<file path="src/design/dssm_pkg.sv">
// Shared types and constants for the dual stack shared memory block.
`default_nettype none

package dssm_pkg;

   localparam int DEFAULT_DEPTH = 256;
   localparam int QUEUE_DEPTH   = 2;
   localparam int WORD_WIDTH    = 32;

   typedef enum logic [1:0] {
      OP_PUSH_ONE = 2'd0,
      OP_PUSH_TWO = 2'd1,
      OP_POP_ONE  = 2'd2,
      OP_POP_TWO  = 2'd3
   } op_type;

   typedef enum logic [1:0] {
      ST_DONE  = 2'd0,
      ST_FULL  = 2'd1,
      ST_EMPTY = 2'd2
   } status_type;

   typedef enum logic [1:0] {
      KIND_NONE  = 2'd0,
      KIND_WRITE = 2'd1,
      KIND_READ  = 2'd2
   } kind_type;

   typedef struct packed {
      kind_type   kind;
      status_type status;
   } ctrl_type;

   localparam int CTRL_WIDTH = $bits(ctrl_type);

endpackage

`default_nettype wire

</file>
<file path="src/design/dssm_front.sv">
// Front end: accepts operations, owns both stack counts, issues memory commands.
`default_nettype none

module dssm_front #(
   parameter int DEPTH = dssm_pkg::DEFAULT_DEPTH
) (
   input  wire logic                                clock,
   input  wire logic                                reset,
   input  wire logic                                req_valid,
   output      logic                                req_ready,
   input  wire logic [1:0]                          operation,
   input  wire logic [dssm_pkg::WORD_WIDTH-1:0]     push_value,
   output      logic                                cmd_valid,
   input  wire logic                                cmd_ready,
   output      dssm_pkg::ctrl_type                  cmd_ctrl,
   output      logic [$clog2(DEPTH)-1:0]            cmd_addr,
   output      logic [dssm_pkg::WORD_WIDTH-1:0]     cmd_word
);

   localparam int AW = $clog2(DEPTH);
   localparam int CW = $clog2(DEPTH + 1);

   logic [CW-1:0] lower_ff, lower_in;
   logic [CW-1:0] upper_ff, upper_in;
   logic [CW:0]   used;
   logic          full;
   logic          accept;
   logic [CW-1:0] top_addr;

   assign req_ready = cmd_ready;
   assign cmd_valid = req_valid;
   assign accept    = req_valid && cmd_ready;

   assign used = {1'b0, lower_ff} + {1'b0, upper_ff};
   assign full = used >= (CW + 1)'(DEPTH);

   always_comb begin
      cmd_ctrl.kind   = dssm_pkg::KIND_NONE;
      cmd_ctrl.status = dssm_pkg::ST_DONE;
      cmd_addr        = '0;
      cmd_word        = '0;
      lower_in        = lower_ff;
      upper_in        = upper_ff;
      top_addr        = '0;
      unique case (dssm_pkg::op_type'(operation))
         dssm_pkg::OP_PUSH_ONE: begin
            if (full) begin
               cmd_ctrl.status = dssm_pkg::ST_FULL;
            end else begin
               cmd_ctrl.kind = dssm_pkg::KIND_WRITE;
               cmd_addr      = lower_ff[AW-1:0];
               cmd_word      = push_value;
               lower_in      = lower_ff + CW'(1);
            end
         end
         dssm_pkg::OP_PUSH_TWO: begin
            if (full) begin
               cmd_ctrl.status = dssm_pkg::ST_FULL;
            end else begin
               top_addr      = CW'(DEPTH - 1) - upper_ff;
               cmd_ctrl.kind = dssm_pkg::KIND_WRITE;
               cmd_addr      = top_addr[AW-1:0];
               cmd_word      = push_value;
               upper_in      = upper_ff + CW'(1);
            end
         end
         dssm_pkg::OP_POP_ONE: begin
            if (lower_ff == '0) begin
               cmd_ctrl.status = dssm_pkg::ST_EMPTY;
               cmd_word        = '1;
            end else begin
               top_addr      = lower_ff - CW'(1);
               cmd_ctrl.kind = dssm_pkg::KIND_READ;
               cmd_addr      = top_addr[AW-1:0];
               lower_in      = top_addr;
            end
         end
         dssm_pkg::OP_POP_TWO: begin
            if (upper_ff == '0) begin
               cmd_ctrl.status = dssm_pkg::ST_EMPTY;
               cmd_word        = '1;
            end else begin
               top_addr      = CW'(DEPTH) - upper_ff;
               cmd_ctrl.kind = dssm_pkg::KIND_READ;
               cmd_addr      = top_addr[AW-1:0];
               upper_in      = upper_ff - CW'(1);
            end
         end
         default: begin
            cmd_ctrl.kind = dssm_pkg::KIND_NONE;
         end
      endcase
   end

   always_ff @(posedge clock) begin
      if (reset) begin
         lower_ff <= '0;
         upper_ff <= '0;
      end else if (accept) begin
         lower_ff <= lower_in;
         upper_ff <= upper_in;
      end
   end

   // stacks never overlap
   a_no_overlap: assert property (@(posedge clock) disable iff (reset)
      used <= (CW + 1)'(DEPTH))
      else $error("stack counts exceed memory depth");

   // a refused or empty operation leaves both counts alone
   a_refused_stable: assert property (@(posedge clock) disable iff (reset)
      (accept && cmd_ctrl.status != dssm_pkg::ST_DONE)
      |=> ($stable(lower_ff) && $stable(upper_ff)))
      else $error("refused operation changed a stack count");

endmodule

`default_nettype wire

</file>
<file path="config.mk">
export PLATFORM = sky130hd
export DESIGN_NAME = dssm_front
export DESIGN_NICKNAME = d
export VERILOG_FILES = /design/src/design/dssm_pkg.sv /design/src/design/dssm_front.sv
export SDC_FILE = /design/constraint.sdc
export NUM_CORES = 1
export LEC_CHECK = 0
export BUFFER_PORTS_ARGS = -buffer_cell sky130_fd_sc_hd__buf_2
export CAP_MARGIN = 40
export CORE_MARGIN = 1.5
export CORE_UTILIZATION = 35
export CTS_BUF_LIST = sky130_fd_sc_hd__clkbuf_2
export DETAILED_ROUTE_END_ITERATION = 8
export GPL_ROUTABILITY_DRIVEN = 0
export SYNTH_ARGS = -nofsm -noshare
export SYNTH_HDL_FRONTEND = slang
export SYNTH_SLANG_ARGS = --single-unit
</file>
<file path="constraint.sdc">
create_clock -name clock -period 3.31 [get_ports clock]
set_clock_uncertainty 0.1 [all_clocks]
set_input_delay 0.4965 -clock clock [delete_from_list [all_inputs] [get_ports clock]]
set_output_delay 0.4965 -clock clock [all_outputs]
set_load 0.01 [all_outputs]
</file>
# Yosys cells after proc, flatten, opt, wreduce, memory -nomap -nowiden

Index checks and enable logic that the tools add are counted.

Output and inout bits: 46
Bits in registers: 18
Bits of input ports: 38
Logic and storage cells: 48

Order comparisons: 1
Mux-type cells: 22
Reductions and logical operators: 9
Equality and inequality tests: 7
Add/subtract/negate cells: 7

Operators by type and width:

| kind                  | number |
|---|---|
| $mux W32              | 3 |
| $pmux W32 S3          | 1 |
| $mux W9               | 4 |
| $pmux W9 S2           | 2 |
| $mux W8               | 4 |
| $pmux W8 S4           | 1 |
| $add A9 B1 Y9 const B | 2 |
| $logic_not A9 Y1      | 2 |
| $sub A9 B1 Y9 const B | 2 |
| $pmux W4 S3           | 1 |
| $add A9 B9 Y10        | 1 |
| $ge A10 B9 Y1 const B | 1 |
| $mux W2               | 4 |
| $ne A2 B2 Y1 const B  | 4 |
| $reduce_and A4 Y1     | 2 |
| $sub A1 B8 Y8 const A | 1 |
| $sub A8 B8 Y8 const A | 1 |
| $eq A2 B2 Y1 const B  | 2 |
| $reduce_bool A2 Y1    | 2 |
| $eq A2 B1 Y1 const B  | 1 |
| $logic_not A2 Y1      | 1 |
| $mux W1               | 2 |
| $reduce_or A2 Y1      | 1 |
| $logic_and A1 B1 Y1   | 1 |

# Depth between registers and ports, before layout

Depth in word-level cells: 4
Mapped depth: 9
Mapped depth without buffers: 8

# Least setup slack after synthesis

No wires, ideal clock.

Path kind: reg-to-output
Start: reg upper_ff[2]
End: out cmd_addr[5]
Data required time: 2.714 ns
Stages on the path, launching flop included: 8
Slack: 0.397 ns
Arrival: 2.316 ns
Path buffers: 1
Path through: dfxtp_1 ha_1 and4_4 o311a_4 nor4_1 clkbuf_1 o211ai_1 o211ai_1

Cells in the longest elaborated chain, start to end: 4
Elaborated cells between the ends (all ways): 9
Those cells by class: add/sub: 3; order compare: 1; mux: 4; reduce/logical: 1

Ends and longest elaborated chain:

| item                       | line                               | RTL |
|---|---|---|
| start: declaration         | dssm_front.sv:24                   | `logic [CW-1:0] upper_ff, upper_in;` |
| start signal: assignment   | dssm_front.sv:101                  | `upper_ff <= upper_in;` |
| $add A9 B9 Y10             | dssm_front.sv:34                   | `assign used = {1'b0, lower_ff} + {1'b0, upper_ff};` |
| $ge A10 B9 Y1              | dssm_front.sv:35                   | `assign full = used >= (CW + 1)'(DEPTH);` |
| $mux W8 (on tied branches) | dssm_front.sv:57, dssm_front.sv:47 |  |
| $pmux W8 S4 (*)            | dssm_front.sv:45                   | `unique case (dssm_pkg::op_type'(operation))` |
| end: declaration           | dssm_front.sv:16                   | `output logic [$clog2(DEPTH)-1:0] cmd_addr,` |

Mark *: on every way between the ends. The rest lies on a longest branch, timed or not.

# Worst setup path in the final report

Start: reg lower_ff[0]
End: out cmd_addr[7]

Cells in the longest elaborated chain, start to end: 4
Elaborated cells between the ends (all ways): 8
Those cells by class: add/sub: 2; order compare: 1; mux: 4; reduce/logical: 1

Ends and longest elaborated chain:

| item                       | line                               | RTL |
|---|---|---|
| start: declaration         | dssm_front.sv:23                   | `logic [CW-1:0] lower_ff, lower_in;` |
| start signal: assignment   | dssm_front.sv:100                  | `lower_ff <= lower_in;` |
| $add A9 B9 Y10             | dssm_front.sv:34                   |  |
| $ge A10 B9 Y1              | dssm_front.sv:35                   |  |
| $mux W8 (on tied branches) | dssm_front.sv:57, dssm_front.sv:47 |  |
| $pmux W8 S4 (*)            | dssm_front.sv:45                   |  |

Marked as above.

==> results.cfg <==
[status]
outcome = completed

[logic_synthesis]
synthArstFlopShare_pct = 0
synth_edf_count = 0
synthTopCellsByArea = dfxtp_1, nand2_1, ha_1
synth_commonest_cells = nand2_1, a21oi_1, dfxtp_1, ha_1, clkbuf_1
ys_ff_latch = 18
synth_area_sq_um = 2290
yosys_most_used_dff = dfxtp_1
syn_area_per_cell_sq_um = 6.78
synthesis.nets = 395
syn_inst = 338
yosysMostFrequentCell = nand2_1
yosys_warnings = 0
seq_area_frac_synth_pct = 15.7
netlist.area_leader.share_pct = 15.7
synth_top_area_cell = dfxtp_1
ys_types = 58

[grt]
grt_usage_pct = 20.9
grt_pass1_wl_um = 12200
grt_max_degree = 40
grt_overflow = 0
grt_pass1_vias = 2414
grt_antenna_before_repair = 0

[flow_run]
drv_cap = 0

[layout]
ff_latch_area_sq_um = 373
multiInputGateArea_sq_um = 1800
num-fill-cells = 656
final_util_pct = 45.4
syn2layout_area_growth_pct = 25.7
fin_nets = 475
final_layout_size_suffix_gt1_share_pct = 28.8
diodes = 0

[power]
power.density_nw_per_um2 = 252
power_leakage_nw = 1.37
ir_worst_vdd_uv = 169
total_power_mw = 0.725

[timing]
setup_tns_ns = 0
finalSetupViolations = 0
min_period_over_period_pct = 95.5
drv_slew = 0
hold_viol_final = 0
fmax_ghz = 0.316
holdWs_ns = 0.447
relSlewSlack_pct = 57.7
worstMarginPinSlew_ns = 0.628
period_minus_slack_ns = 3.16

[die]
dieArea_sq_um = 7040
rows = 29
initial_core_util_pct = 36.1
ios = 84
die_x_um = 83.9
core_area_sq_um = 6350
die_h_um = 83.9

[worst_setup_path]
crit_arrival_ns = 2.56
critPathLaunchType = register
path_class = register to output pin
crit_chain = or4_1 > or4_1 > xnor2_1 > a21oi_1 > o311ai_1 > buf_2
cp_slowest_cell = or4_1
max_stage_delay_ns = 0.59
required_ns = 2.71
endpoint_kind = output pin
crit_fanout = 9
cpMostUsedCell = or4_1

[placement]
dpl.hpwl_um = 5750
io_buffers = 83

[drt]
drtAntennaViolNets = 0
drt-total-wl_um = 7650
firstDrtPassIters = 5
drc = 0
wl_per_cell_um = 15.5
drt-initial-drc-count = 223
num_vias = 2778
routed_via_density = 5.63

[worst_hold_path]
hold_class = register to register

[clocking]
insertion_delay_ns = 0.33
cts_buffer_depth = 2
cts_buffers = 3
post-cts-setup-buffers = 0
cts.sinks = 18
ctsHtreeMaxLevel = 1
cts.clk_slew.worst_paths_ns = 0.20
cts-root-buf = clkbuf_2
cts_tree = built
worst paths after layout:
path,start,end,slack (ns),cells after the start
max reg2reg,lower_ff[5],lower_ff[4],0.49,6
max,lower_ff[0],cmd_addr[7],0.15,6
min reg2reg,lower_ff[8],lower_ff[8],0.45,2
min,lower_ff[8],lower_ff[8],0.45,2
cell type report:
cell class / instances / area share, %
Tap cell: 77 / 3.34
Multi-Input combinational cell: 282 / 62.3
Timing Repair Buffer: 99 / 19.0
Clock buffer: 3 / 0.521
Inverter: 14 / 1.82
Sequential cell: 18 / 12.9
registers in the layout (all words and copies together), names as in the netlist:
| signal | flops |
|---|---|
| upper_ff | 9 |
| lower_ff | 9 |
metal layers:
metal	share of wire (%)	GRT usage [%]	wire [um]	vias up
met2	48	34.3	3690	83
met5	0	0	0	-
met3	4.8	2.57	364	8
met4	0.82	3.73	63	0
li1	-	-	-	1388
met1	46	29.6	3530	1299
through the flow:
step | cells | setup slack [ns] | cell area, sq um
5_1_grt | 493 | -0.0151 | 2880
4_1_cts | 493 | 0.00572 | 2860
3_3_place_gp | 490 | 0.438 | 2840
2_1_floorplan | 338 | 0.397 | 2290
3_5_place_dp | 490 | 0.349 | 2840
6_report | 493 | 0.150 | 2880
critical path: cells and delay by family (launching register included):
family | cells | cell delay, ns
AOI/OAI and AO/OA | 2 | 0.36
and+or+nand+nor | 2 | 1.10
DFF | 1 | 0.41
xor gates and xnor gates | 1 | 0.17
buffers and inverters | 1 | 0.18
placed cells by master, fill, tap and decap left out, types with 5 or more instances in the layout:
cell type,n
o21ai_0,14
buf_4,15
a21oi_1,23
dfxtp_1,12
nor3_1,13
xnor2_1,7
buf_2,83
nor2_1,11
nand2_1,84
o211ai_1,6
inv_1,14
o31ai_1,5
xor2_1,7
nand3_1,15
or4_1,8
ha_1,18
nor2b_1,5
repair_timing:
action | 4_1_cts | 5_1_grt
pin swaps | 0 | 0
hold buffers | 0 | 0
hold endpoints to repair | 0 | 0
setup endpoints to repair | 3 | 40
gates resized for setup | 3 | 6
power breakdown:
part           internal (mW)  switching, mW  leakage, nW  total, mW
clock network         0.0247         0.0771       0.0125      0.102
logic                  0.160          0.231         1.21      0.391
registers              0.222         0.0104        0.149      0.232
total                  0.407          0.318         1.37      0.725
logic make-up (layout without fill, tap and decap cells):
group / count (synthesis) / after routing / synth area share [%]
AO/OA/AOI/OAI: 85 / 85 / 26.5
buffers and inverters: 38 / 116 / 6.60
multiplexers: 6 / 6 / 2.78
flip-flops: 18 / 18 / 15.7
AND/OR/NAND/NOR: 158 / 158 / 32.4
adder cells (fa/ha/maj): 19 / 19 / 10.7
XOR/XNOR: 14 / 14 / 5.35
(Power assumes the default switching activity.)
