**config.mk**
```make
export PLATFORM = sky130hd
export DESIGN_NAME = dssm_queue
export DESIGN_NICKNAME = d
export VERILOG_FILES = /design/src/design/dssm_pkg.sv /design/src/design/dssm_queue.sv
export SDC_FILE = /design/constraint.sdc
export NUM_CORES = 1
export LEC_CHECK = 0
export BUFFER_PORTS_ARGS = -buffer_cell sky130_fd_sc_hd__buf_2
export CAP_MARGIN = 10
export CORE_AREA = 4 4 48 50
export CTS_CLUSTER_DIAMETER = 80
export CTS_CLUSTER_SIZE = 14
export DETAILED_ROUTE_END_ITERATION = 10
export DIE_AREA = 0 0 52 54
export PLACE_DENSITY_LB_ADDON = 0.05
export SYNTH_ARGS = -nofsm -noshare
export SYNTH_HDL_FRONTEND = slang
export SYNTH_SLANG_ARGS = --single-unit
```
**constraint.sdc**
```tcl
create_clock -name clock -period 1.5 [get_ports clock]
set_clock_uncertainty 0.1 [all_clocks]
set_input_delay 0.15 -clock clock [delete_from_list [all_inputs] [get_ports clock]]
set_output_delay 0.15 -clock clock [all_outputs]
set_load 0.05 [all_outputs]
```
**src/design/dssm_pkg.sv**
```systemverilog
// Shared types and constants for the dual stack shared memory block.
`default_nettype none

package dssm_pkg;

   localparam int DEFAULT_DEPTH = 256;
   localparam int QUEUE_DEPTH   = 2;
   localparam int WORD_WIDTH    = 32;

   typedef enum logic [1:0] {
      OP_PUSH_ONE = 2'd0,
      OP_PUSH_TWO = 2'd1,
      OP_POP_ONE  = 2'd2,
      OP_POP_TWO  = 2'd3
   } op_type;

   typedef enum logic [1:0] {
      ST_DONE  = 2'd0,
      ST_FULL  = 2'd1,
      ST_EMPTY = 2'd2
   } status_type;

   typedef enum logic [1:0] {
      KIND_NONE  = 2'd0,
      KIND_WRITE = 2'd1,
      KIND_READ  = 2'd2
   } kind_type;

   typedef struct packed {
      kind_type   kind;
      status_type status;
   } ctrl_type;

   localparam int CTRL_WIDTH = $bits(ctrl_type);

endpackage

`default_nettype wire

```
**src/design/dssm_queue.sv**
```systemverilog
// Short command queue between front end and memory back end.
`default_nettype none

module dssm_queue #(
   parameter int WIDTH   = 8,
   parameter int DEPTH_Q = dssm_pkg::QUEUE_DEPTH
) (
   input  wire logic             clock,
   input  wire logic             reset,
   input  wire logic             in_valid,
   output      logic             in_ready,
   input  wire logic [WIDTH-1:0] in_data,
   output      logic             out_valid,
   input  wire logic             out_ready,
   output      logic [WIDTH-1:0] out_data
);

   localparam int PW = $clog2(DEPTH_Q);
   localparam int NW = $clog2(DEPTH_Q + 1);

   logic [WIDTH-1:0] entry_ff [DEPTH_Q];
   logic [PW-1:0]    wr_ptr_ff, wr_ptr_in;
   logic [PW-1:0]    rd_ptr_ff, rd_ptr_in;
   logic [NW-1:0]    count_ff, count_in;
   logic             push, pop;

   assign in_ready  = count_ff != NW'(DEPTH_Q);
   assign out_valid = count_ff != '0;
   assign out_data  = entry_ff[rd_ptr_ff];
   assign push      = in_valid && in_ready;
   assign pop       = out_valid && out_ready;

   always_comb begin
      wr_ptr_in = wr_ptr_ff;
      rd_ptr_in = rd_ptr_ff;
      count_in  = count_ff;
      if (push) begin
         wr_ptr_in = (wr_ptr_ff == PW'(DEPTH_Q - 1)) ? '0 : wr_ptr_ff + PW'(1);
      end
      if (pop) begin
         rd_ptr_in = (rd_ptr_ff == PW'(DEPTH_Q - 1)) ? '0 : rd_ptr_ff + PW'(1);
      end
      if (push && !pop) begin
         count_in = count_ff + NW'(1);
      end else if (pop && !push) begin
         count_in = count_ff - NW'(1);
      end
   end

   always_ff @(posedge clock) begin
      if (reset) begin
         wr_ptr_ff <= '0;
         rd_ptr_ff <= '0;
         count_ff  <= '0;
      end else begin
         wr_ptr_ff <= wr_ptr_in;
         rd_ptr_ff <= rd_ptr_in;
         count_ff  <= count_in;
      end
   end

   always_ff @(posedge clock) begin
      if (push) begin
         entry_ff[wr_ptr_ff] <= in_data;
      end
   end

   a_count_bound: assert property (@(posedge clock) disable iff (reset)
      count_ff <= NW'(DEPTH_Q))
      else $error("queue count out of range");

   a_count_grows: assert property (@(posedge clock) disable iff (reset)
      (push && !pop) |=> (count_ff == $past(count_ff) + NW'(1)))
      else $error("queue count did not track a lone push");

endmodule

`default_nettype wire

```
==> Word-level counts from Yosys, hierarchy flattened <==
Memory sizes are Yosys's and may differ from the RTL's. A register that Yosys moved wholly into a read port is not among the register bits.
Index checks and enable logic that the tools add are counted.
W data, S select, Z words.
{ "word_totals": {"ram_bits": 16, "inputBits": 12, "register_bits": 4, "memories": 1} }
{ "op_classes": {"add_sub_neg": 4, "mux": 8, "reduce_logical": 8, "eq_ne": 1} }
{ "memory_table": {"columns": ["name", "depth", "width", "read_ports", "rd_ports_with_merged_regs", "write_ports", "line", "text"], "rows": [
  ["entry_ff", 2, 8, 1, 1, 1, "dssm_queue.sv:21", "logic [WIDTH-1:0] entry_ff [DEPTH_Q];"]
]} }
{ "op_table": {"columns": ["cell", "count"], "rows": [
  ["$mux W1", 6],
  ["$logic_and A1 B1 Y1", 4],
  ["$mux W2", 2],
  ["$reduce_bool A2 Y1", 2],
  ["$add A1 B1 Y1 const B", 2],
  ["$add A2 B1 Y2 const B", 1],
  ["$logic_not A1 Y1", 2],
  ["$ne A2 B2 Y1 const B", 1],
  ["$sub A2 B1 Y2 const B", 1]
]} }

==> Depth between registers and ports, before layout <==
Gate-level depths: netlist of the first run.
{ "depth": {"word_depth": 6, "depth_mapped": 6} }

==> Worst setup path before layout of the first run <==
No wires, ideal clock.
{ "synth_path": {"kind": "register to register", "from": "reg count_ff[0]", "to": "reg count_ff[1]", "path_slack_ns": -0.198, "t_arrival_ns": 1.529, "setup_ns": 0.070, "n_path_buf": 0, "required_time_ns": 1.330, "period_less_slack_ns": 1.698, "stages_incl_launch_ff": 6, "cell_sequence": "dfxtp_1 -> nand2b_4 -> and2_1 -> ha_1 -> or3_1 -> a21oi_1"} }
{ "synth_between": {"elab_chain_cells": 5} }
{ "synth_lines": {"columns": ["item", "line", "text"], "rows": [
  ["from (decl)", "dssm_queue.sv:24", "logic [NW-1:0] count_ff, count_in;"],
  ["from (signal assigned)", "dssm_queue.sv:58", "count_ff <= count_in;"],
  ["$ne A2 B2 Y1 *", "dssm_queue.sv:27", "assign in_ready = count_ff != NW'(DEPTH_Q);"],
  ["net in_ready", "dssm_queue.sv:11", "output logic in_ready,"],
  ["$logic_and A1 B1 Y1 *", "dssm_queue.sv:30", "assign push = in_valid && in_ready;"],
  ["$logic_not A1 Y1", "dssm_queue.sv:45", "end else if (pop && !push) begin"],
  ["$logic_and A1 B1 Y1", "dssm_queue.sv:45", null],
  ["$reduce_bool A2 Y1 (no source line)", null, null]
]} }
Mark *: on every way through the listed nets, which the timed path passes. The rest lies on a longest branch. The select of a mux whose other input is x is not followed.
A chain may end at the register's enable or synchronous reset.

==> Final worst setup path of the first run <==
{ "layout_path": {"from": "reg count_ff[0]", "to": "reg count_ff[1]"} }
{ "layout_between": {"elab_chain_cells": 5} }
{ "layout_lines": {"columns": ["item"], "rows": [
  ["branches (longest 5 deep; another with $sub A2 B1 Y2)"]
]} }
Several ways; the timed one is not identified. The select of a mux whose other input is x is not followed.

==> impl_metrics.csv, run 1 <==
group,metric,value,unit
worst_setup_path,cp.arrival,1.68,ns
layout,design_area,0.00128,mm^2
sta,min_period,1.54,ns
placement,place_ws,-0.0323,ns
route,drt_iter0_drc,1,
global_routing,gr-total-overflow,0,
min_path,holdCritPathClass,"in -> reg",
global_routing,grt_first_pass_wirelength,2.43,mm
layout,area_growth,58.5,%
pwr,power_per_cell_area,1790,mW/mm^2
sta,rsz0062_at_grt,"true",
floorplan,die_w,52,um
floorplan,rows,16,
sta,setup_viol,7,
sta,min_period_over_period,1.02,
route,post-route-drc-count,0,
clock_network,cts_sinks,21,
floorplan,fp.coreArea,0.00190,mm^2
route,wire_per_inst,12.9,um
worst_setup_path,rr_worst_depth,6,
global_routing,grt_usage,0.126,
pwr,power_leakage,0.520,nW
route,drt-pass1-iter-count,2,
layout,multi_input_area,277,um^2
synth,syn-cell-area,806,um^2
clock_network,clk_pin_slew_worst_paths,0.11,ns
synth,synth_edf_count,16,
clock_network,cts_buffers,3,
placement,place_hpwl,991,um
synth,synthFlopType,"edfxtp_1",
run,maxCapViolations,0,
pwr,ir_worst_vdd,974,uV
global_routing,grt_max_degree,13,
synth,syn_inst,49,
synth,synth_area_leaders,"edfxtp_1 (60%), dfxtp_1 (12%), mux2_2 (11%)",
synth,yosys.area.top_type_share,0.596,
layout,stdcell_count,117,
synth,synth_seq_cells,21,
clock_network,cts_root_buffer,"clkbuf_4",
worst_setup_path,cp-end-kind,"register",
floorplan,die_h,54,um
worst_setup_path,worst_r2r_endpoint,"count_ff[1]",
worst_setup_path,r2r_slack,-0.04,ns
layout,antenna_cells,0,
global_routing,grt_pass1_vias,557,
placement,placed_area,0.00101,mm^2
worst_setup_path,worstSetupPathType,"reg -> reg",
synth,syn_area_per_cell,16.4,um^2
synth,synth_mux_area_frac,0.112,
worst_setup_path,r2r_start,"count_ff[0]",
route,vias,527,
synth,synth_top_family_by_area,"multiplexers",
clock_network,clkLatencyLatePin,0.31,ns
sta,relSlewSlack,0.834,
synth,synth_common_cells,"edfxtp_1 (16), mux2_2 (8), dfxtp_1 (5)",
clock_network,clk_path_buf_depth,2,
worst_setup_path,endpoint,"count_ff[1]",
placement,place_congestion,0.665,
layout,nFillCells,142,
worst_setup_path,required,1.65,ns
route,drt_wl_total,1.51,mm
sta,final-max-slew-violation-count,0,
outcome,status,"finished with violations",
clock_network,h-tree-depth,1,
worst_setup_path,crit_path_start_kind,"register",
synth,async_reset_ff_frac,0,
synth,synth_most_common_cell,"edfxtp_1",
worst_setup_path,startpoint,"count_ff[0]",
synth,synth-xor-area-share,0.0326,
synth,ys_types,17,
placement,place_inst,103,
synth,synth_top_area_cell,"edfxtp_1",
layout,drive_gt1_frac,0.589,
outcome,violations,"negative setup slack",
synth,synth_compound_area_frac,0.0373,
synth,synth_seq_area_share,0.720,
synth,synthAdderAreaFrac,0.0155,
floorplan,ios,22,
synth,yosys_warnings,0,
sta,worstMarginPinSlew,0.251,ns
layout,utilization,0.672,
sta,worst_hold_slack,0.0621,ns
sta,maxClockFrequency,651,MHz
floorplan,start_util,0.424,
layout,ff_latch_area,587,um^2
synth,syn_nets,62,
placement,io_buffers,21,
layout,final_nets,104,
floorplan,die-area,0.00281,mm^2
sta,setup_ws,-0.0352,ns
clock_network,cts_tree,"yes",
route,drtAntennaViolNets,0,
synth,synth-simple-area-share,0.0714,
global_routing,antenna_found_initial,0,
worst_setup_path,cp_max_fo,4,
sta,hold_violations,0,
route,vias_per_cell,4.50,
cell usage in the layout, fill, tap and decap left out, types with 2 or more instances in the layout:
cell / Yosys / layout
edfxtp_1: 16 / 16
xor2_1: 3 / 2
dfxtp_2: 0 / 2
buf_4: 0 / 7
dfxtp_1: 5 / 2
buf_2: 1 / 12
clkbuf_4: 0 / 3
nor2_1: 3 / 3
buf_6: 0 / 2
buf_8: 0 / 8
dlygate4sd3_1: 0 / 9
mux2_4: 0 / 8
flip-flops by register name (all words and copies together), names as in the netlist, named ones only:
signal     count
count_ff       2
entry_ff      16
rd_ptr_ff      1
wr_ptr_ff      1
cells by family after synthesis:
group / Yosys count
adders and majority gates: 1
xor gates and xnor gates: 3
AOI/OAI and AO/OA: 5
and+or+nand+nor: 9
buffers and inverters: 2
muxes: 8
DFF: 21
through the flow:
step           TNS [ns]  power (mW)
3_5_place_dp    -0.0323        1.70
6_report         -0.102        2.28
2_1_floorplan   -0.0791        1.47
4_1_cts          -0.182        2.27
3_3_place_gp          0        1.69
5_1_grt          -0.686        2.41
critical path, stage by stage, from the launching register on:
cell,delay [ns]
dfxtp_4,0.37
nand2b_4,0.14
and2_4,0.14
ha_4,0.15
xor2_2,0.13
or3_1,0.32
a21oi_2,0.12
power by group:
part | internal [mW] | switching [mW] | total (mW)
Sequential | 0.750 | 0.0551 | 0.805
Combinational | 0.573 | 0.638 | 1.21
Clock | 0.0996 | 0.169 | 0.269
layout make-up:
type,instances,share of cell area
multi-input cells,26,0.216
inverters,1,0.00588
well taps,27,0.0264
repair buffers,38,0.270
clock buffers,3,0.0176
flip-flops and latches,21,0.459
clock inverters,1,0.00392
worst min-delay path by stage:
stage / startpoint / endpoint / depth (start not counted) / slack [ns]
detailed placement: in_data[1] / entry_ff[0][1] / 1 / 0.24
CTS: in_valid / wr_ptr_ff / 3 / 0.04
finish: in_valid / wr_ptr_ff / 3 / 0.06
global placement: in_data[1] / entry_ff[1][1] / 1 / 0.24
floorplan: reset / count_ff[0] / 1 / 0.11
global route: in_valid / wr_ptr_ff / 3 / 0.08
layer usage:
metal  share of wire  vias up  wire [um]  GRT usage
li1                -      261          -          -
met1            0.41      247        620      0.143
met2            0.53       16        799      0.218
met3           0.046        3         69     0.0249
met4           0.016        0         24     0.0786
met5               0        -          0          0
what timing repair did:
| item | CTS | global route |
|---|---|---|
| setup endpoints to repair | 10 | 18 |
| hold buffers | 9 | 0 |
| setup buffers | 1 | 0 |
| resized for setup | 39 | 3 |
| hold endpoints to repair | 21 | 0 |
Note: power is estimated with default switching activity, not from simulation.
==> run 2: changes to the inputs <==
CELL_PAD_IN_SITES_DETAIL_PLACEMENT = 1   (was unset)
CELL_PAD_IN_SITES_GLOBAL_PLACEMENT = 2   (was unset)
CORE_AREA = 4 4 57 59   (was 4 4 48 50)
DIE_AREA = 0 0 61 63   (was 0 0 52 54)
==> run 2 against run 1 <==
Against the previous run: the run still ends with negative setup slack left; setup slack improved by 0.0047 ns; die area grew 37%; largest cell class unchanged; hold slack better by 0.020 ns; via count increased by 4.0%; critical path depth is the same; largest power group unchanged; sequential share of layout area shrank 1.6 points; clock power rose by 1%; cell count grew 4.3%; core utilization down 19 points; register-to-register slack barely moved; global-route usage is 2.6 points lower.
==> impl_metrics.csv, run 2 (synthesized netlist as in run 1, its figures left out) <==
group,metric,value,unit
outcome,status,"finished with violations",
outcome,violations,"negative setup slack",
sta,maxClockFrequency,653,MHz
route,vias_per_cell,4.49,
worst_setup_path,crit_path_start_kind,"register",
worst_setup_path,worstSetupPathType,"reg -> reg",
pwr,power_per_cell_area,1810,mW/mm^2
global_routing,grt_pass1_vias,614,
layout,nFillCells,285,
layout,final_nets,105,
sta,tns,-0.0652,ns
sta,hold_violations,0,
clock_network,h-tree-depth,1,
clock_network,clk_pin_slew_worst_paths,0.12,ns
route,post-route-drc-count,0,
floorplan,ios,22,
run,maxCapViolations,0,
global_routing,grt_max_degree,14,
global_routing,grt_first_pass_wirelength,2.77,mm
sta,final-max-slew-violation-count,0,
route,drt-pass1-iter-count,2,
layout,utilization,0.486,
layout,area_growth,63.5,%
clock_network,cts_root_buffer,"clkbuf_4",
pwr,ir_worst_vdd,933,uV
global_routing,antenna_found_initial,0,
layout,drive_gt1_frac,0.571,
floorplan,fp.coreArea,0.00271,mm^2
min_path,hold_end,"wr_ptr_ff",
placement,place_hpwl,1.25,mm
route,drt_iter0_drc,3,
worst_setup_path,cp_max_fo,4,
clock_network,cts_tree,"yes",
placement,place_congestion,0.744,
sta,relSlewSlack,0.835,
floorplan,start_util,0.297,
clock_network,cts_buffers,3,
min_path,min-delay-start,"in_valid",
sta,worstMarginPinSlew,0.250,ns
sta,min_period,1.53,ns
route,vias,548,
clock_network,clk_path_buf_depth,2,
layout,antenna_cells,0,
sta,setup_ws,-0.0304,ns
pwr,power_leakage,0.536,nW
worst_setup_path,r2r_start,"count_ff[0]",
worst_setup_path,cp.arrival,1.67,ns
route,wire_per_inst,14.3,um
global_routing,gr-total-overflow,0,
worst_setup_path,r2r_slack,-0.03,ns
worst_setup_path,worst_r2r_endpoint,"count_ff[1]",
sta,rsz0062_at_grt,"true",
layout,reg_top3,"entry_ff (16), count_ff (2)",
route,drtAntennaViolNets,0,
layout,largest-register,"entry_ff",
layout,ff_latch_area,584,um^2
floorplan,die_h,63,um
worst_setup_path,cp-end-kind,"register",
clock_network,cts_sinks,21,
layout,largest_reg_flops,16,
layout,multi_input_area,275,um^2
sta,setup_viol,6,
layout,final_cell_mix,"edfxtp_1 (16), buf_2 (12), dlygate4sd3_1 (9), buf_8 (9), mux2_4 (8)",
worst_setup_path,rr_worst_depth,6,
floorplan,die_w,61,um
clock_network,clkLatencyLatePin,0.30,ns
worst_setup_path,required,1.64,ns
global_routing,grt_usage,0.100,
route,drt_wl_total,1.74,mm
floorplan,rows,19,
min_path,whs_path_depth,3,
min_path,holdCritPathClass,"in -> reg",
placement,io_buffers,21,
layout,final_common_cell,"edfxtp_1",
sta,min_period_over_period,1.02,
floorplan,die-area,0.00384,mm^2
==> run 2: power breakdown <==
group | switching [mW] | internal [mW]
Clock | 0.171 | 0.101
Sequential | 0.0550 | 0.745
Combinational | 0.658 | 0.649
==> run 2: cell type report <==
| type | count | area share |
|---|---|---|
| Inverter | 1 | 0.00285 |
| Timing Repair Buffer | 39 | 0.292 |
| Sequential cell | 21 | 0.443 |
| Tap cell | 31 | 0.0294 |
| Clock inverter | 1 | 0.00570 |
| Multi-Input combinational cell | 26 | 0.209 |
| Clock buffer | 3 | 0.0171 |
==> run 2: worst max-delay path by stage <==
stage / to / cells past startpoint / startpoint / slack [ns]
2_1_floorplan: count_ff[1] / 5 / count_ff[0] / -0.08
3_3_place_gp: count_ff[1] / 4 / count_ff[1] / 0.02
3_5_place_dp: count_ff[1] / 4 / count_ff[1] / -0.01
4_1_cts: out_data[5] / 3 / register / -0.04
5_1_grt: count_ff[1] / 6 / count_ff[0] / -0.08
6_report: count_ff[1] / 6 / count_ff[0] / -0.03
==> run 2: what timing repair did <==
item | in CTS | in global routing
setup buffers | 1 | 0
resized for setup | 42 | 0
hold buffers | 9 | 0
endpoints found under the hold margin | 21 | 0
setup endpoints to repair | 10 | 10
==> run 2: worst max-delay path: stages (launching register included) <==
cell and delay [ns]:
dfxtp_2 0.36, nand2b_4 0.14, and2_4 0.14, ha_4 0.16, xor2_2 0.15, or3_1 0.30, a21oi_1 0.12
==> run 2: metrics by stage <==
stage          setup WS (ns)  cells  cell area [um^2]  total power, mW  hold slack [ns]
3_5_place_dp         -0.0120    108              1050             1.78            0.247
4_1_cts              -0.0416    122              1320             2.42           0.0633
5_1_grt              -0.0823    122              1320             2.51           0.0911
3_3_place_gp          0.0230    108              1050             1.76            0.241
2_1_floorplan        -0.0791     49               822             1.47            0.115
6_report             -0.0304    122              1320             2.38           0.0819
==> run 2: metal layers <==
| metal | part of all wire | GRT usage | up-vias |
|---|---|---|---|
| li1 | - | - | 264 |
| met1 | 0.38 | 0.112 | 270 |
| met2 | 0.57 | 0.174 | 12 |
| met3 | 0.041 | 0.0248 | 2 |
| met4 | 0.0069 | 0.0407 | 0 |
| met5 | 0 | 0 | - |
